==> src/design/address_range_membership_core_assert.svh <==
// ----------------------------------------------------------------------------
// Assertion macros for the address range membership core
// Clocked property checks that compile away when ASSERT_OFF is defined.
// ----------------------------------------------------------------------------
`ifndef ADDRESS_RANGE_MEMBERSHIP_CORE_ASSERT_SVH
`define ADDRESS_RANGE_MEMBERSHIP_CORE_ASSERT_SVH

`ifndef ASSERT_OFF
// Checked at every rising edge outside reset.
`define ARC_ASSERT(lbl, clk, rst, prop, msg) \
   lbl: assert property (@(posedge clk) disable iff (rst) prop) else $error(msg);
// Checked at every rising edge, reset included.
`define ARC_ASSERT_ALWAYS(lbl, clk, prop, msg) \
   lbl: assert property (@(posedge clk) prop) else $error(msg);
`else
`define ARC_ASSERT(lbl, clk, rst, prop, msg)
`define ARC_ASSERT_ALWAYS(lbl, clk, prop, msg)
`endif

`endif

==> src/design/arc_pkg.sv <==
// ----------------------------------------------------------------------------
// Address range membership package
// Sizes, item codes and the probe word that walks the chain of range cells.
// ----------------------------------------------------------------------------
`default_nettype none

package arc_pkg;

   localparam int MAX_RANGES = 64;
   localparam int ADDR_W     = 32;
   localparam int COUNT_W    = $clog2(MAX_RANGES + 1);

   localparam logic MODE_ADD   = 1'b0;
   localparam logic MODE_QUERY = 1'b1;

   localparam logic [ADDR_W-1:0] TALLY_MAX = {ADDR_W{1'b1}};

   // A query word in flight: the address and whether any cell so far held it.
   typedef struct packed {
      logic              valid;
      logic [ADDR_W-1:0] addr;
      logic              hit;
   } probe_type;

endpackage

`default_nettype wire

==> src/design/arc_cell.sv <==
// ----------------------------------------------------------------------------
// Range cell
// Holds one stored range, takes the range of its left neighbor when a new
// range is inserted, and passes a query word on with its own match folded in.
// ----------------------------------------------------------------------------
`default_nettype none

module arc_cell (
   input  wire logic                          clock,
   input  wire logic                          reset,
   input  wire logic                          advance,
   input  wire logic                          load,
   input  wire logic                          occupied,
   input  wire logic [arc_pkg::ADDR_W-1:0]    prev_low,
   input  wire logic [arc_pkg::ADDR_W-1:0]    prev_high,
   input  wire arc_pkg::probe_type            probe_prev,
   output logic      [arc_pkg::ADDR_W-1:0]    cell_low,
   output logic      [arc_pkg::ADDR_W-1:0]    cell_high,
   output arc_pkg::probe_type                 probe_out
);
   import arc_pkg::*;

   logic [ADDR_W-1:0] low_ff;
   logic [ADDR_W-1:0] high_ff;
   probe_type         probe_ff;
   probe_type         probe_in;
   logic              hit_here;

   // An inverted range cannot pass both compares at once and so never matches.
   always_comb begin
      hit_here       = occupied && (low_ff <= probe_prev.addr)
                       && (probe_prev.addr <= high_ff);
      probe_in       = probe_prev;
      probe_in.hit   = probe_prev.hit | hit_here;
   end

   always_ff @(posedge clock) begin
      if (load) begin
         low_ff  <= prev_low;
         high_ff <= prev_high;
      end
   end

   always_ff @(posedge clock) begin
      if (reset) begin
         probe_ff.valid <= 1'b0;
      end else if (advance) begin
         probe_ff <= probe_in;
      end
   end

   assign cell_low  = low_ff;
   assign cell_high = high_ff;
   assign probe_out = probe_ff;

endmodule

`default_nettype wire
==> config.mk <==
export PLATFORM = sky130hd
export DESIGN_NAME = arc_cell
export DESIGN_NICKNAME = d
export VERILOG_FILES = /design/src/design/address_range_membership_core_assert.svh /design/src/design/arc_pkg.sv /design/src/design/arc_cell.sv
export SDC_FILE = /design/constraint.sdc
export NUM_CORES = 1
export LEC_CHECK = 0
export ABC_AREA = 1
export BUFFER_PORTS_ARGS = -buffer_cell sky130_fd_sc_hd__buf_2
export CAP_MARGIN = 5
export CORE_MARGIN = 2
export CORE_UTILIZATION = 48
export DETAILED_ROUTE_END_ITERATION = 6
export PLACE_DENSITY = 0.8
export SYNTH_ARGS = -nofsm -noshare
export SYNTH_HDL_FRONTEND = slang
export SYNTH_SLANG_ARGS = --single-unit
==> constraint.sdc <==
create_clock -name clock -period 2.8 [get_ports clock]
set_clock_uncertainty 0.05 [all_clocks]
set_input_delay 0.28 -clock clock [delete_from_list [all_inputs] [get_ports clock]]
set_output_delay 0.28 -clock clock [all_outputs]
set_load 0.02 [all_outputs]
==> flow_results.org, run 1 <==
** Detailed routing
- Final routed wirelength across all metal layers :: around 11000 um
- After the first detailed-routing iteration, the DRC count stood at 100.
- For this run, design rule violations remaining after detail routing come to 0.
- Number of iterations in the first detailed-routing pass :: 4
- In the routed layout, each cell is associated on average with a via count of approximately 4.8.
- In the final routed layout, each cell accounts on average for 14.91 um.
- Number of vias after detailed routing :: between 3000 and 4000
- Remaining antenna violation count after routing :: 0

** Floorplan
- Die Y :: between 100 and 150 um
- The initial utilization of the core area, before any placement, comes to between 40% and 50%.
- Boundary Pins :: between 200 and 250
- Measured along the x axis, the die boundary spans ~100 um.
- Die Footprint :: between 10000 and 15000 um2
- The floorplan has 36 rows.
- After floorplanning, the core was sized to cover between 9000 and 10000 um2.

** Placement
- Port buffering added 200 buffers.
- Placed wire-length estimate :: 8776 um
- At the end of routability-driven placement, the weighted congestion stood at roughly 0.8.

** STA
- Final Cycle Share :: between 60% and 70%
- Transition time at the pin with the least slew margin :: 0.7448 ns
- Adding up every negative setup slack in the final design gives 0 ns.
- Maximum clock frequency :: 548.5 MHz
- Setup repair after global routing left no endpoint under its margin.
- The worst pin sits at a relative slew slack of 50.35%.
- The final hold violation count came to 0.
- Setup violations remaining at the end of the flow were counted as 0.
- The max-slew violation count was 0.
- Counting I/O delays and the setup requirement, the final critical path takes 1.823 ns.

** Clock tree
- In this run the clock root is driven by a sky130_fd_sc_hd__clkbuf_8.
- Postcts setup bufs :: 0
- Insertion delay of the later-clocked pin in the worst-skew pair :: 0.36 ns
- H-tree levels :: 3
- Total of hold buffers inserted after clock tree synthesis :: 0
- The clock drives 98 sinks.
- Clock-pin slew was measured on the worst setup and hold paths at 0.10 ns.
- TritonCTS created 9 clock buffers.
- Buffers from clock root to sink, at most :: 2
- Once the clock tree was built, the resizer swapped 0 gates to a different size.
- CTS tree :: yes

** Logic synthesis
- In the post-synthesis netlist, the biggest area contributors are sky130_fd_sc_hd__edfxtp_1 62%, sky130_fd_sc_hd__ha_1 17%, sky130_fd_sc_hd__inv_1 6.0%.
- Cell area after synthesis :: between 4000 and 5000 um2
- Synthesized netlist cell count :: between 300 and 400
- Of the post-synthesis cell area, the dominant cell type holds 62.03%.
- Among all flip-flop cells after synthesis, the most frequent one is sky130_fd_sc_hd__edfxtp_1.
- Of all flip-flops after synthesis, the portion carrying an async set or reset was 0%.
- Count of warnings emitted by yosys :: 0
- Of the synthesized area, sequential elements account for 62.46%.
- Count of flip-flops with a built-in enable after synthesis :: between 90 and 100
- Synth unique cells :: 22
- Area leader, netlist :: sky130_fd_sc_hd__edfxtp_1
- Mean area per synthesized cell :: between 10 and 15 um2
- Counting flops and latches in the post-synthesis netlist gives a little under 100.
- Synthesized netlist net count :: 550
- Most used standard cell by instance count after synthesis :: sky130_fd_sc_hd__edfxtp_1
- Synth cell count leaders :: 97 x sky130_fd_sc_hd__edfxtp_1, 75 x sky130_fd_sc_hd__inv_1, 68 x sky130_fd_sc_hd__nand2_1

** Global route
- In the global route stage, overall resource usage came out at 20.30%.
- The via count of the first global-routing pass came to between 3000 and 4000.
- First-pass GRT wire length :: between 15000 and 20000 um
- Pin count of the biggest net entering global routing :: 37
- After global routing the overflow that remains totals 0.
- The initial antenna violation count came to 0.

** Critical path
- Capture instance of the worst register-to-register path :: probe_out[0]$_DFFE_PP_
- For flop-to-flop paths, the worst setup slack is 0.98 ns.
- Critical Path Sink Type :: flip-flop
- The startpoint identified for the worst register-to-register timing path is cell_low[23]$_DFFE_PP_.
- Worst setup path start :: cell_low[23]$_DFFE_PP_
- Data arrives at the worst endpoint at between 1.5 and 2 ns.
- Startpoint class of the critical path :: flip-flop
- Critical Path RT :: approximately 2.9 ns
- Worst reg2reg path depth :: 10
- The setup path with the least slack is of type reg2reg.
- Peak fanout along the critical path :: 3
- Termination of the worst setup path :: probe_out[0]$_DFFE_PP_

** Pwr
- The analysis attributes to cell leakage a power of 3.079 nW.
- Total power divided by cell area :: roughly 580 nW/um2
- IR analysis of the VDD net gives a maximum drop of approximately 0.43 mV.

** Flow run
- Max-cap check violation count :: 0

** Finish
- The post-route netlist has 38.44% of its cells at a drive strength greater than 1.
- At the end of the flow, the number of nets in the layout was about 760.
- Final core utilization :: approximately 64%
- Signed area change from the synthesized netlist to the final layout :: 30.78%
- Number of filler instances in the final layout :: between 700 and 800
- 0 antenna diodes ended up in the layout.

** Outcome
- The run finished with clean final reports.

** Min path
- Min-delay worst type :: in2reg
==> placed cells by master, fill, tap and decap left out, types with 3 or more instances in the layout <==
cell type                   count
sky130_fd_sc_hd__o21ai_0        3
sky130_fd_sc_hd__nand2_1       68
sky130_fd_sc_hd__inv_2          4
sky130_fd_sc_hd__a21oi_1       29
sky130_fd_sc_hd__inv_1         75
sky130_fd_sc_hd__nor2_1        15
sky130_fd_sc_hd__clkbuf_8       9
sky130_fd_sc_hd__o21a_1         3
sky130_fd_sc_hd__buf_2        200
sky130_fd_sc_hd__ha_1          64
sky130_fd_sc_hd__o21ai_1        3
sky130_fd_sc_hd__edfxtp_1      97
sky130_fd_sc_hd__nand4_1        5
sky130_fd_sc_hd__bufinv_16      3
sky130_fd_sc_hd__nand3_1        3
==> final cells by class <==
class                      instances  area [um2]  share of cell area [%]
inverter                          79       296.5                   4.829
clock inverter                     6       115.1                   1.874
clock buffer                      10       127.6                   2.078
sequential                        98        2933                   47.76
timing repair buffer             202        1028                   16.75
tap                              133       166.4                   2.710
multi-input combinational        206        1474                   24.00
==> worst min path at each step <==
| stage | start | to | cells after the start |
|---|---|---|---|
| 2_1_floorplan | reset | probe_out[33]$_SDFFE_PP0P_ | 1 |
| 3_3_place_gp | probe_out[33]$_SDFFE_PP0P_ | probe_out[33]$_SDFFE_PP0P_ | 2 |
| 3_5_place_dp | probe_out[33]$_SDFFE_PP0P_ | probe_out[33]$_SDFFE_PP0P_ | 2 |
| 4_1_cts | prev_high[26] | cell_high[26]$_DFFE_PP_ | 1 |
| 5_1_grt | prev_high[26] | cell_high[26]$_DFFE_PP_ | 1 |
| 6_report | prev_high[26] | cell_high[26]$_DFFE_PP_ | 1 |
==> worst max-delay path: stages, from the launching register on <==
cell	delay (ns)
sky130_fd_sc_hd__edfxtp_1	0.41
sky130_fd_sc_hd__ha_1	0.34
sky130_fd_sc_hd__nand2_1	0.07
sky130_fd_sc_hd__nor2_2	0.11
sky130_fd_sc_hd__nand4_1	0.11
sky130_fd_sc_hd__nor2_1	0.19
sky130_fd_sc_hd__nand2_1	0.08
sky130_fd_sc_hd__nand2_1	0.05
sky130_fd_sc_hd__nand2_1	0.06
sky130_fd_sc_hd__nand3_2	0.07
sky130_fd_sc_hd__nand2_2	0.04
==> cells by family (layout without fill, tap and decap cells) <==
kind of cell	count (synthesis)	in the layout	synth area share [%]
simple gates	101	101	9.459
flops	98	98	62.46
compound gates	41	41	4.716
buf+inv	79	297	6.315
fa+ha+maj	64	64	17.05
==> power breakdown <==
group	switching (mW)	internal, mW	leakage [nW]	total [mW]
Sequential	0.0480	1.74	0.944	1.78
Clock	0.501	0.597	0.117	1.10
Combinational	0.411	0.247	2.02	0.658
==> flip-flops by register name, summed over array words and instances (netlist names) <==
name,count
probe_out,34
cell_high,32
cell_low,32
==> stage by stage <==
| stage | total power, mW | area [um2] | instances | setup slack (ns) | hold WS, ns |
|---|---|---|---|---|---|
| CTS | 3.570 | 6141 | 734 | 0.9481 | 0.01700 |
| detailed placement | 2.478 | 5898 | 718 | 0.9317 | 0.4008 |
| floorplan | 2.190 | 4696 | 383 | 0.6015 | 0.2991 |
| global route | 3.704 | 6141 | 734 | 0.7753 | 0.01405 |
| finish | 3.539 | 6141 | 734 | 0.9769 | 0.03490 |
| global placement | 2.445 | 5898 | 718 | 0.9951 | 0.3915 |
==> per-layer routing <==
| layer | vias up | share of wire (%) | track usage [%] |
|---|---|---|---|
| met2 | 121 | 53 | 36.16 |
| met4 | 0 | 1.9 | 8.097 |
| met1 | 1650 | 40 | 24.05 |
| li1 | 1725 | - | - |
| met5 | - | 0 | 0 |
| met3 | 16 | 5.6 | 4.068 |
No activity file was read; power rests on OpenSTA's default activity.
==> inputs of run 2 (changes only) <==
--- a/config.mk
+++ b/config.mk
@@ -9,9 +9,9 @@
 export BUFFER_PORTS_ARGS = -buffer_cell sky130_fd_sc_hd__buf_2
 export CAP_MARGIN = 5
 export CORE_MARGIN = 2
-export CORE_UTILIZATION = 48
+export CORE_UTILIZATION = 43
 export DETAILED_ROUTE_END_ITERATION = 6
-export PLACE_DENSITY = 0.8
+export PLACE_DENSITY = 0.76
 export SYNTH_ARGS = -nofsm -noshare
 export SYNTH_HDL_FRONTEND = slang
 export SYNTH_SLANG_ARGS = --single-unit
==> constraint.sdc (replaced) <==
create_clock -name clock -period 1.6 [get_ports clock]
set_clock_uncertainty 0.05 [all_clocks]
set_input_delay 0.16 -clock clock [delete_from_list [all_inputs] [get_ports clock]]
set_output_delay 0.16 -clock clock [all_outputs]
set_load 0.02 [all_outputs]
==> run 2 against run 1 <==
The flow now finishes with violations (setup timing). Wire length up 21%. Worst setup slack worse by 1.2 ns. Power up 77%. Critical path type unchanged. Critical endpoint unchanged. Largest power group unchanged. Highest routed layer unchanged.
==> flow_results.org, run 2 (same netlist as run 1, synthesis figures left out) <==
** Finish
- The total area of multi-input combinational cells was 1602 um2 (+8.7%).
- The post-layout utilization of the core is 69.36% (+5.7 points).
- Flip-flop count of the largest register after layout :: 34 (unchanged)
- The area of all placed cells without fillers came to 7453 um2 (+21%).
- Number of filler instances in the final layout :: 748 (-6.4%)
- Leading cell types in the layout, fill and taps excluded :: 200 x sky130_fd_sc_hd__buf_2, 97 x sky130_fd_sc_hd__edfxtp_1, 92 x sky130_fd_sc_hd__dlygate4sd3_1
- Relative to the synthesized area, the layout overhead comes to 58.73%.
- Fraction of layout cells with a size suffix above 1 :: 40.03% (+1.6 points)
- The library cell used most frequently in the layout, excluding fill and tap cells, is sky130_fd_sc_hd__buf_2.
- Storage element area :: 2933 um2 (unchanged)
- Net count reported at finish :: 894 (+17%)
- Count of antenna diodes in the layout :: 0 (unchanged)

** Critical path
- Path length in cells of the critical path :: 10 (unchanged)
- Walking the worst path, the cells encountered are ha_4 -> nand2_2 -> nor2_2 -> nand2_2 -> nor2_4 -> nand2_1 -> nand2_1 -> nand2_1 -> nand3_2 -> nand2_2.
- The worst setup path is launched from a flip-flop.
- Cell family contributing the most delay on the critical path :: simple AND/OR/NAND/NOR gates
- The buffers plus inverters on the worst setup path came to 0 (unchanged).
- The slack of the worst reg-to-reg path came to -0.20 ns (-1.17 ns).
- The endpoint arrival time on the critical path was 1.89 ns (about the same).
- The worst register-to-register path begins at cell_low[30]$_DFFE_PP_.
- The critical path starts at cell_low[30]$_DFFE_PP_.
- The number of cells on the worst reg-to-reg path is 10 (unchanged).
- Master of the slowest instance on the critical path :: sky130_fd_sc_hd__edfxtp_1
- The critical path ends at probe_out[0]$_DFFE_PP_.
- The worst setup path is captured at a flip-flop.
- The setup path with the least slack is of type reg2reg.
- The highest fanout seen on the critical path was 2 (-1).
- In this run the critical register-to-register path is captured at probe_out[0]$_DFFE_PP_.
- The worst path required time is 1.69 ns (-1.19 ns).
- The biggest cell delay along the critical path is 0.48 ns (+0.07 ns).

** Detailed routing
- The total wirelength of the detailed-routed design was 13250 um (+21%).
- Number of iterations in the first detailed-routing pass :: 4 (unchanged)
- DRC violation count after routing :: 0 (unchanged)
- The via count normalized by instance count is 4.649 (-2.8%).
- Routed length per placed instance :: 15.20 um (+1.9%)
- The total via count after detailed routing was 4054 (+15%).
- Detailed router's first-iteration violation count :: 134 (+34%)
- The number of nets with antenna violations after routing was 0 (unchanged).

** Clock tree
- The number of buffers created by CTS is 9 (unchanged).
- The clock insertion delay at the later pin of the skew report came to 0.37 ns (about the same).
- Buffers from clock root to sink, at most :: 2 (unchanged)
- TritonCTS built the clock tree.
- The tree is rooted in a sky130_fd_sc_hd__clkbuf_8.
- Clk sink count :: 98 (unchanged)
- The clock-pin transition on the worst setup and hold timing paths came to 0.10 ns (about the same).
- H-tree levels :: 3 (unchanged)

** STA
- The portion of the clock cycle consumed by the worst path in the final layout is 112.2% (+47 points).
- Count of pins over their slew limit :: 0 (unchanged)
- Number of failing setup endpoints in the final timing report :: 1 (+1)
- Setup repair after global routing missed its margin :: yes
- The post-layout worst setup margin came to -0.1952 ns (-1.172 ns).
- Final hold violations :: 0 (unchanged)
- The total negative slack for setup checks came to -0.1952 ns (-0.1952 ns).
- Transition time at the pin with the least slew margin :: 0.3649 ns (-0.3800 ns)
- Maximum clock frequency :: 557.1 MHz (+1.6%)
- The final critical-path required period came to 1.795 ns (-0.02794 ns).
- The remaining max-slew budget at the tightest pin came to 75.68% (+25 points).

** Global route
- Total GRT Usage :: 22.60% (+2.3 points)
- Pin count of the biggest net entering global routing :: 65 (+76%)
- Total overflow reported by the global router :: 0 (unchanged)
- The via count of the first global-routing pass came to 4331 (+21%).
- The first-pass GRT wire length is 20090 um (+23%).
- Initial antenna violation count :: 0 (unchanged)

** Floorplan
- Initial cell density of the core :: 43.70% (-5.0 points)
- The vertical extent of the die is 108.5 um (+5.4%).
- The count of pins on the block boundary came to 201 (unchanged).
- The full die area is 11770 um2 (+11%).
- Core Rows :: 38 (+5.6%)
- The core area was 10750 um2 (+11%).
- Die Wd :: 108.5 um (+5.4%)

** Pwr
- Share of total power in sequential cells :: 50.0% (-0.4 points)
- Internal power :: 4.451 mW (+73%)
- The share of total power in combinational logic was 24.2% (+5.6 points).
- Max VDD drop :: 0.4538 mV (+6.5%)
- Final Power :: 6.254 mW (+77%)
- Switching fraction of total power :: 28.82% (+1.7 points)
- The fraction of power consumed by the clock network was 25.8% (-5.2 points).
- Total power divided by cell area :: 839.1 nW/um2 (+46%)
- NetSw :: 1.803 mW (+88%)
- The standby leakage power came to 3.641 nW (+18%).

** Placement
- Placed instance area :: 6202 um2 (+5.2%)
- Input/output buffers :: 200 (unchanged)
- Placed wire-length estimate :: 8749 um (-0.31%)
- The placer congestion estimate came to 0.7676 (-3.8%).

** Outcome
- The final reports fail on setup timing.
- Run status :: finished with violations

** Min path
- Min-delay worst type :: in2reg

** Flow run
- Max-cap check violation count :: 0 (unchanged)
==> run 2: cell count changes in the layout (fill, tap and decap cells not counted), moves of 4 or more <==
cell	delta
sky130_fd_sc_hd__dlygate4sd3_1	+92
sky130_fd_sc_hd__nand2_1	-8
sky130_fd_sc_hd__nand2_2	+8
sky130_fd_sc_hd__nor2_1	-4
sky130_fd_sc_hd__buf_4	+38
sky130_fd_sc_hd__ha_4	+6
sky130_fd_sc_hd__ha_1	-6
==> run 2: worst reg2reg max path: stages (launching register included) <==
cell                       delay, ns
sky130_fd_sc_hd__edfxtp_1       0.48
sky130_fd_sc_hd__ha_4           0.31
sky130_fd_sc_hd__nand2_2        0.06
sky130_fd_sc_hd__nor2_2         0.14
sky130_fd_sc_hd__nand2_2        0.11
sky130_fd_sc_hd__nor2_4         0.13
sky130_fd_sc_hd__nand2_1        0.07
sky130_fd_sc_hd__nand2_1        0.05
sky130_fd_sc_hd__nand2_1        0.06
sky130_fd_sc_hd__nand3_2        0.07
sky130_fd_sc_hd__nand2_2        0.04
==> run 2: cell type report <==
class / count / share of cell area [%]
repair buffers: 333 / 30.25
inverters: 79 / 3.979
clock inverters: 7 / 0.9233
multi-input cells: 206 / 21.49
clock buffers: 9 / 1.662
well taps: 140 / 2.350
flip-flops and latches: 98 / 39.35
==> run 2: routing by layer <==
metal | up-vias | GRT usage, % | part of all wire (%)
met5 | - | 0 | 0
met3 | 34 | 3.858 | 5.5
met2 | 151 | 41.92 | 53
met4 | 0 | 11.08 | 3.4
li1 | 1988 | - | -
met1 | 1881 | 24.72 | 38
==> run 2: repair_timing <==
item / in CTS / in global routing
hold buffers: 92 / 0
pin swaps: 4 / 3
setup buffers: 1 / 2
hold endpoints to repair: 91 / 0
setup endpoints to repair: 1 / 1
gates resized for setup: 12 / 12
==> run 2: worst min path at each step <==
stage,from,slack (ns),cells past startpoint,endpoint
floorplan,reset,0.18,1,probe_out[33]$_SDFFE_PP0P_
global placement,prev_low[19],0.29,1,cell_low[19]$_DFFE_PP_
detailed placement,prev_low[15],0.29,1,cell_low[15]$_DFFE_PP_
CTS,probe_prev[2],0.03,2,probe_out[2]$_DFFE_PP_
global route,probe_prev[2],0.04,2,probe_out[2]$_DFFE_PP_
finish,probe_prev[2],0.04,2,probe_out[2]$_DFFE_PP_
==> run 2: through the flow <==
| step | hold WS [ns] | cells | setup WS [ns] |
|---|---|---|---|
| after floorplan | 0.1791 | 383 | -0.1369 |
| after global placement | 0.2861 | 761 | -0.2450 |
| after detailed placement | 0.2881 | 761 | -0.2690 |
| after CTS | 0.02603 | 870 | -0.1585 |
| after global routing | 0.03916 | 872 | -0.2848 |
| final | 0.04067 | 872 | -0.1952 |
==> run 2: power by group through the flow <==
stage	logic, mW	registers (mW)	clock network (mW)
floorplan	0.416	3.42	0
global placement	1.20	3.17	0
detailed placement	1.25	3.18	0
CTS	1.45	3.13	1.64
global route	1.66	3.15	1.72
finish	1.51	3.13	1.61
==> inputs of run 3 (changes only) <==
--- a/config.mk
+++ b/config.mk
@@ -11,6 +11,7 @@
 export CORE_MARGIN = 2
 export CORE_UTILIZATION = 43
 export DETAILED_ROUTE_END_ITERATION = 6
+export HOLD_SLACK_MARGIN = 0.08
 export PLACE_DENSITY = 0.76
 export SYNTH_ARGS = -nofsm -noshare
 export SYNTH_HDL_FRONTEND = slang
==> run 3 against run 2 <==
The flow still finishes with violations (setup timing). First-iteration DRC count is 20% lower. Non-clock buffer count is 8 higher. Clock power hardly changed. Core utilization is 0.75 points higher. Final area is 1.1% higher. Wire length is 1.1% higher. Sequential power hardly changed. Final cell count is 0.92% higher. Highest routed layer unchanged.
==> flow_results.org, run 3 (same netlist as run 1, synthesis figures left out) <==
** Outcome
- The flow ran to the end, but the final reports show violations.
- Failing checks :: setup timing

** Finish
- Net count reported at finish :: 902 (+0.89%)
- Leading cell types in the layout, fill and taps excluded :: 200 x sky130_fd_sc_hd__buf_2, 100 x sky130_fd_sc_hd__dlygate4sd3_1, 97 x sky130_fd_sc_hd__edfxtp_1
- Flip-flop count of the largest register after layout :: 34 (unchanged)
- The total area of multi-input combinational cells was 1602 um2 (unchanged).
- Fraction of layout cells with a size suffix above 1 :: 39.59% (-0.43 points)
- Count of antenna diodes in the layout :: 0 (unchanged)
- Number of filler instances in the final layout :: 739 (-1.2%)
- Signed area change from the synthesized netlist to the final layout :: 60.43%
- Storage element area :: 2933 um2 (unchanged)
- Most common cell after layout, fill and taps aside :: sky130_fd_sc_hd__buf_2

** Global route
- Total GRT Usage :: 22.88% (+0.29 points)
- The sum of overflow across all layers after global routing was 0 (unchanged).
- The pin count of the biggest net entering global routing came to 65 (unchanged).
- The initial antenna violation count came to 0 (unchanged).
- The first-pass GRT wire length was 20300 um (+1.1%).
- The via count of the first global-routing pass came to 4368 (+0.85%).

** Floorplan
- Die Wd :: 108.5 um (unchanged)
- Die Y :: 108.5 um (unchanged)
- Boundary Pins :: 201 (unchanged)
- The core area came to 10750 um2 (unchanged).
- Initial cell density of the core :: 43.70% (unchanged)
- The number of placement rows is 38 (unchanged).
- Die Footprint :: 11770 um2 (unchanged)

** Detailed routing
- The total wirelength of the detailed-routed design came to 13390 um (+1.1%).
- Routed length per placed instance :: 15.22 um (+0.16%)
- The total via count after detailed routing came to 4111 (+1.4%).
- Ratio of routed vias to standard cells :: 4.672 (+0.48%)
- Remaining antenna violation count after routing :: 0 (unchanged)
- DRC violation count after routing :: 0 (unchanged)
- Detailed router's first-iteration violation count :: 107 (-20%)
- Number of iterations in the first detailed-routing pass :: 4 (unchanged)

** Placement
- Input/output buffers :: 200 (unchanged)
- The half-perimeter wire length after placement was 8749 um (unchanged).
- Worst setup slack before clock tree synthesis :: -0.2690 ns (unchanged)
- Gp weighted congestion :: 0.7676 (unchanged)

** Min path
- The path class of the tightest hold or removal check is in2reg.

** STA
- Count of pins over their slew limit :: 0 (unchanged)
- Transition time at the pin with the least slew margin :: 0.3655 ns (+0.0006771 ns)
- Setup repair after global routing missed its margin :: yes
- The portion of the clock cycle consumed by the worst path in the final layout was 112.5% (+0.26 points).
- The remaining max-slew budget at the tightest pin was 75.63% (about the same).
- Maximum clock frequency :: 555.7 MHz (-0.23%)
- The total negative slack for setup checks was -0.1994 ns (-0.004208 ns).
- The final critical-path required period came to 1.799 ns (+0.004208 ns).
- The final number of setup-violating endpoints was 1 (unchanged).
- The post-layout worst setup margin was -0.1994 ns (-0.004208 ns).
- Final hold violations :: 0 (unchanged)

** Clock tree
- The number of buffers on the longest clock path is 2 (unchanged).
- TritonCTS built the clock tree.
- Number of buffers added by the clock tree synthesis step :: 9 (unchanged)
- Clk sink count :: 98 (unchanged)
- Insertion delay of the later-clocked pin in the worst-skew pair :: 0.37 ns (about the same)
- Clock Tree Root :: sky130_fd_sc_hd__clkbuf_8
- The clock-pin transition on the worst setup and hold timing paths was 0.10 ns (about the same).
- The H-tree level count was 3 (unchanged).

** Critical path
- Peak fanout along the critical path :: 2 (unchanged)
- The critical path is of the reg2reg type.
- Arrival time of data at the critical path endpoint :: 1.89 ns (about the same)
- STA classifies the critical path startpoint as a flip-flop.
- The worst setup path is captured at a flip-flop.
- Critical Path RT :: 1.69 ns (about the same)

** Pwr
- The final total power is 6.274 mW (+0.31%).
- The peak ir drop on the vdd network was 0.4537 mV (about the same).
- Leakage :: 3.674 nW (+0.92%)
- The total power per unit cell area is 832.8 nW/um2 (-0.75%).

** Flow run
- The number of max-cap violations came to 0 (unchanged).
run 3: changes by cell type in the layout (fill, tap and decap cells not counted), sizes merged:
cell and change:
dlygate4sd3 +8
run 3: worst paths after layout:
kind	from	end	slack [ns]	cells after the start
min reg2reg	cell_low[23]$_DFFE_PP_	probe_out[0]$_DFFE_PP_	1.03	8
min	load	cell_high[10]$_DFFE_PP_	0.27	2
max	cell_low[30]$_DFFE_PP_	probe_out[0]$_DFFE_PP_	-0.20	10
max reg2reg	cell_low[30]$_DFFE_PP_	probe_out[0]$_DFFE_PP_	-0.20	10
run 3: area by class of cell:
class | instances | area share [%]
Sequential cell | 98 | 38.93
Timing Repair Buffer | 341 | 30.99
Clock inverter | 7 | 0.9135
Clock buffer | 9 | 1.644
Multi-Input combinational cell | 206 | 21.26
Tap cell | 140 | 2.325
Inverter | 79 | 3.936
run 3: power by group:
part | switching [mW] | total [mW] | internal (mW)
sequential | 0.0948 | 3.13 | 3.04
combinational | 0.821 | 1.53 | 0.708
clock | 0.893 | 1.61 | 0.721
run 3: through the flow:
| step | hold slack (ns) | area [um2] | util [%] | cells |
|---|---|---|---|---|
| 2_1_floorplan | 0.1791 | 4711 | - | 383 |
| 3_3_place_gp | 0.2861 | 6202 | 57.72 | 761 |
| 3_5_place_dp | 0.2881 | 6202 | 57.72 | 761 |
| 4_1_cts | 0.2689 | 7452 | 69.35 | 878 |
| 5_1_grt | 0.2943 | 7533 | 70.11 | 880 |
| 6_report | 0.2735 | 7533 | 70.11 | 880 |
run 3: timing repair:
item,in CTS,in global routing
pin swaps,4,3
hold buffers,100,0
resized for setup,12,12
setup buffers,1,2
setup endpoints to repair,1,1
endpoints found under the hold margin,98,0
run 3: routing by layer:
layer / track usage (%) / routed length [um] / vias to the layer above
li1: - / - / 2006
met1: 24.88 / 5085 / 1910
met2: 42.14 / 7016 / 156
met3: 3.978 / 783 / 39
met4: 12.09 / 508 / 0
met5: 0 / 0 / -
run 3: worst max-delay path: stages, from the launching register on:
cell	delay, ns
sky130_fd_sc_hd__edfxtp_1	0.48
sky130_fd_sc_hd__ha_4	0.31
sky130_fd_sc_hd__nand2_2	0.06
sky130_fd_sc_hd__nor2_2	0.14
sky130_fd_sc_hd__nand2_2	0.11
sky130_fd_sc_hd__nor2_4	0.13
sky130_fd_sc_hd__nand2_1	0.07
sky130_fd_sc_hd__nand2_1	0.05
sky130_fd_sc_hd__nand2_1	0.06
sky130_fd_sc_hd__nand3_2	0.07
sky130_fd_sc_hd__nand2_2	0.04
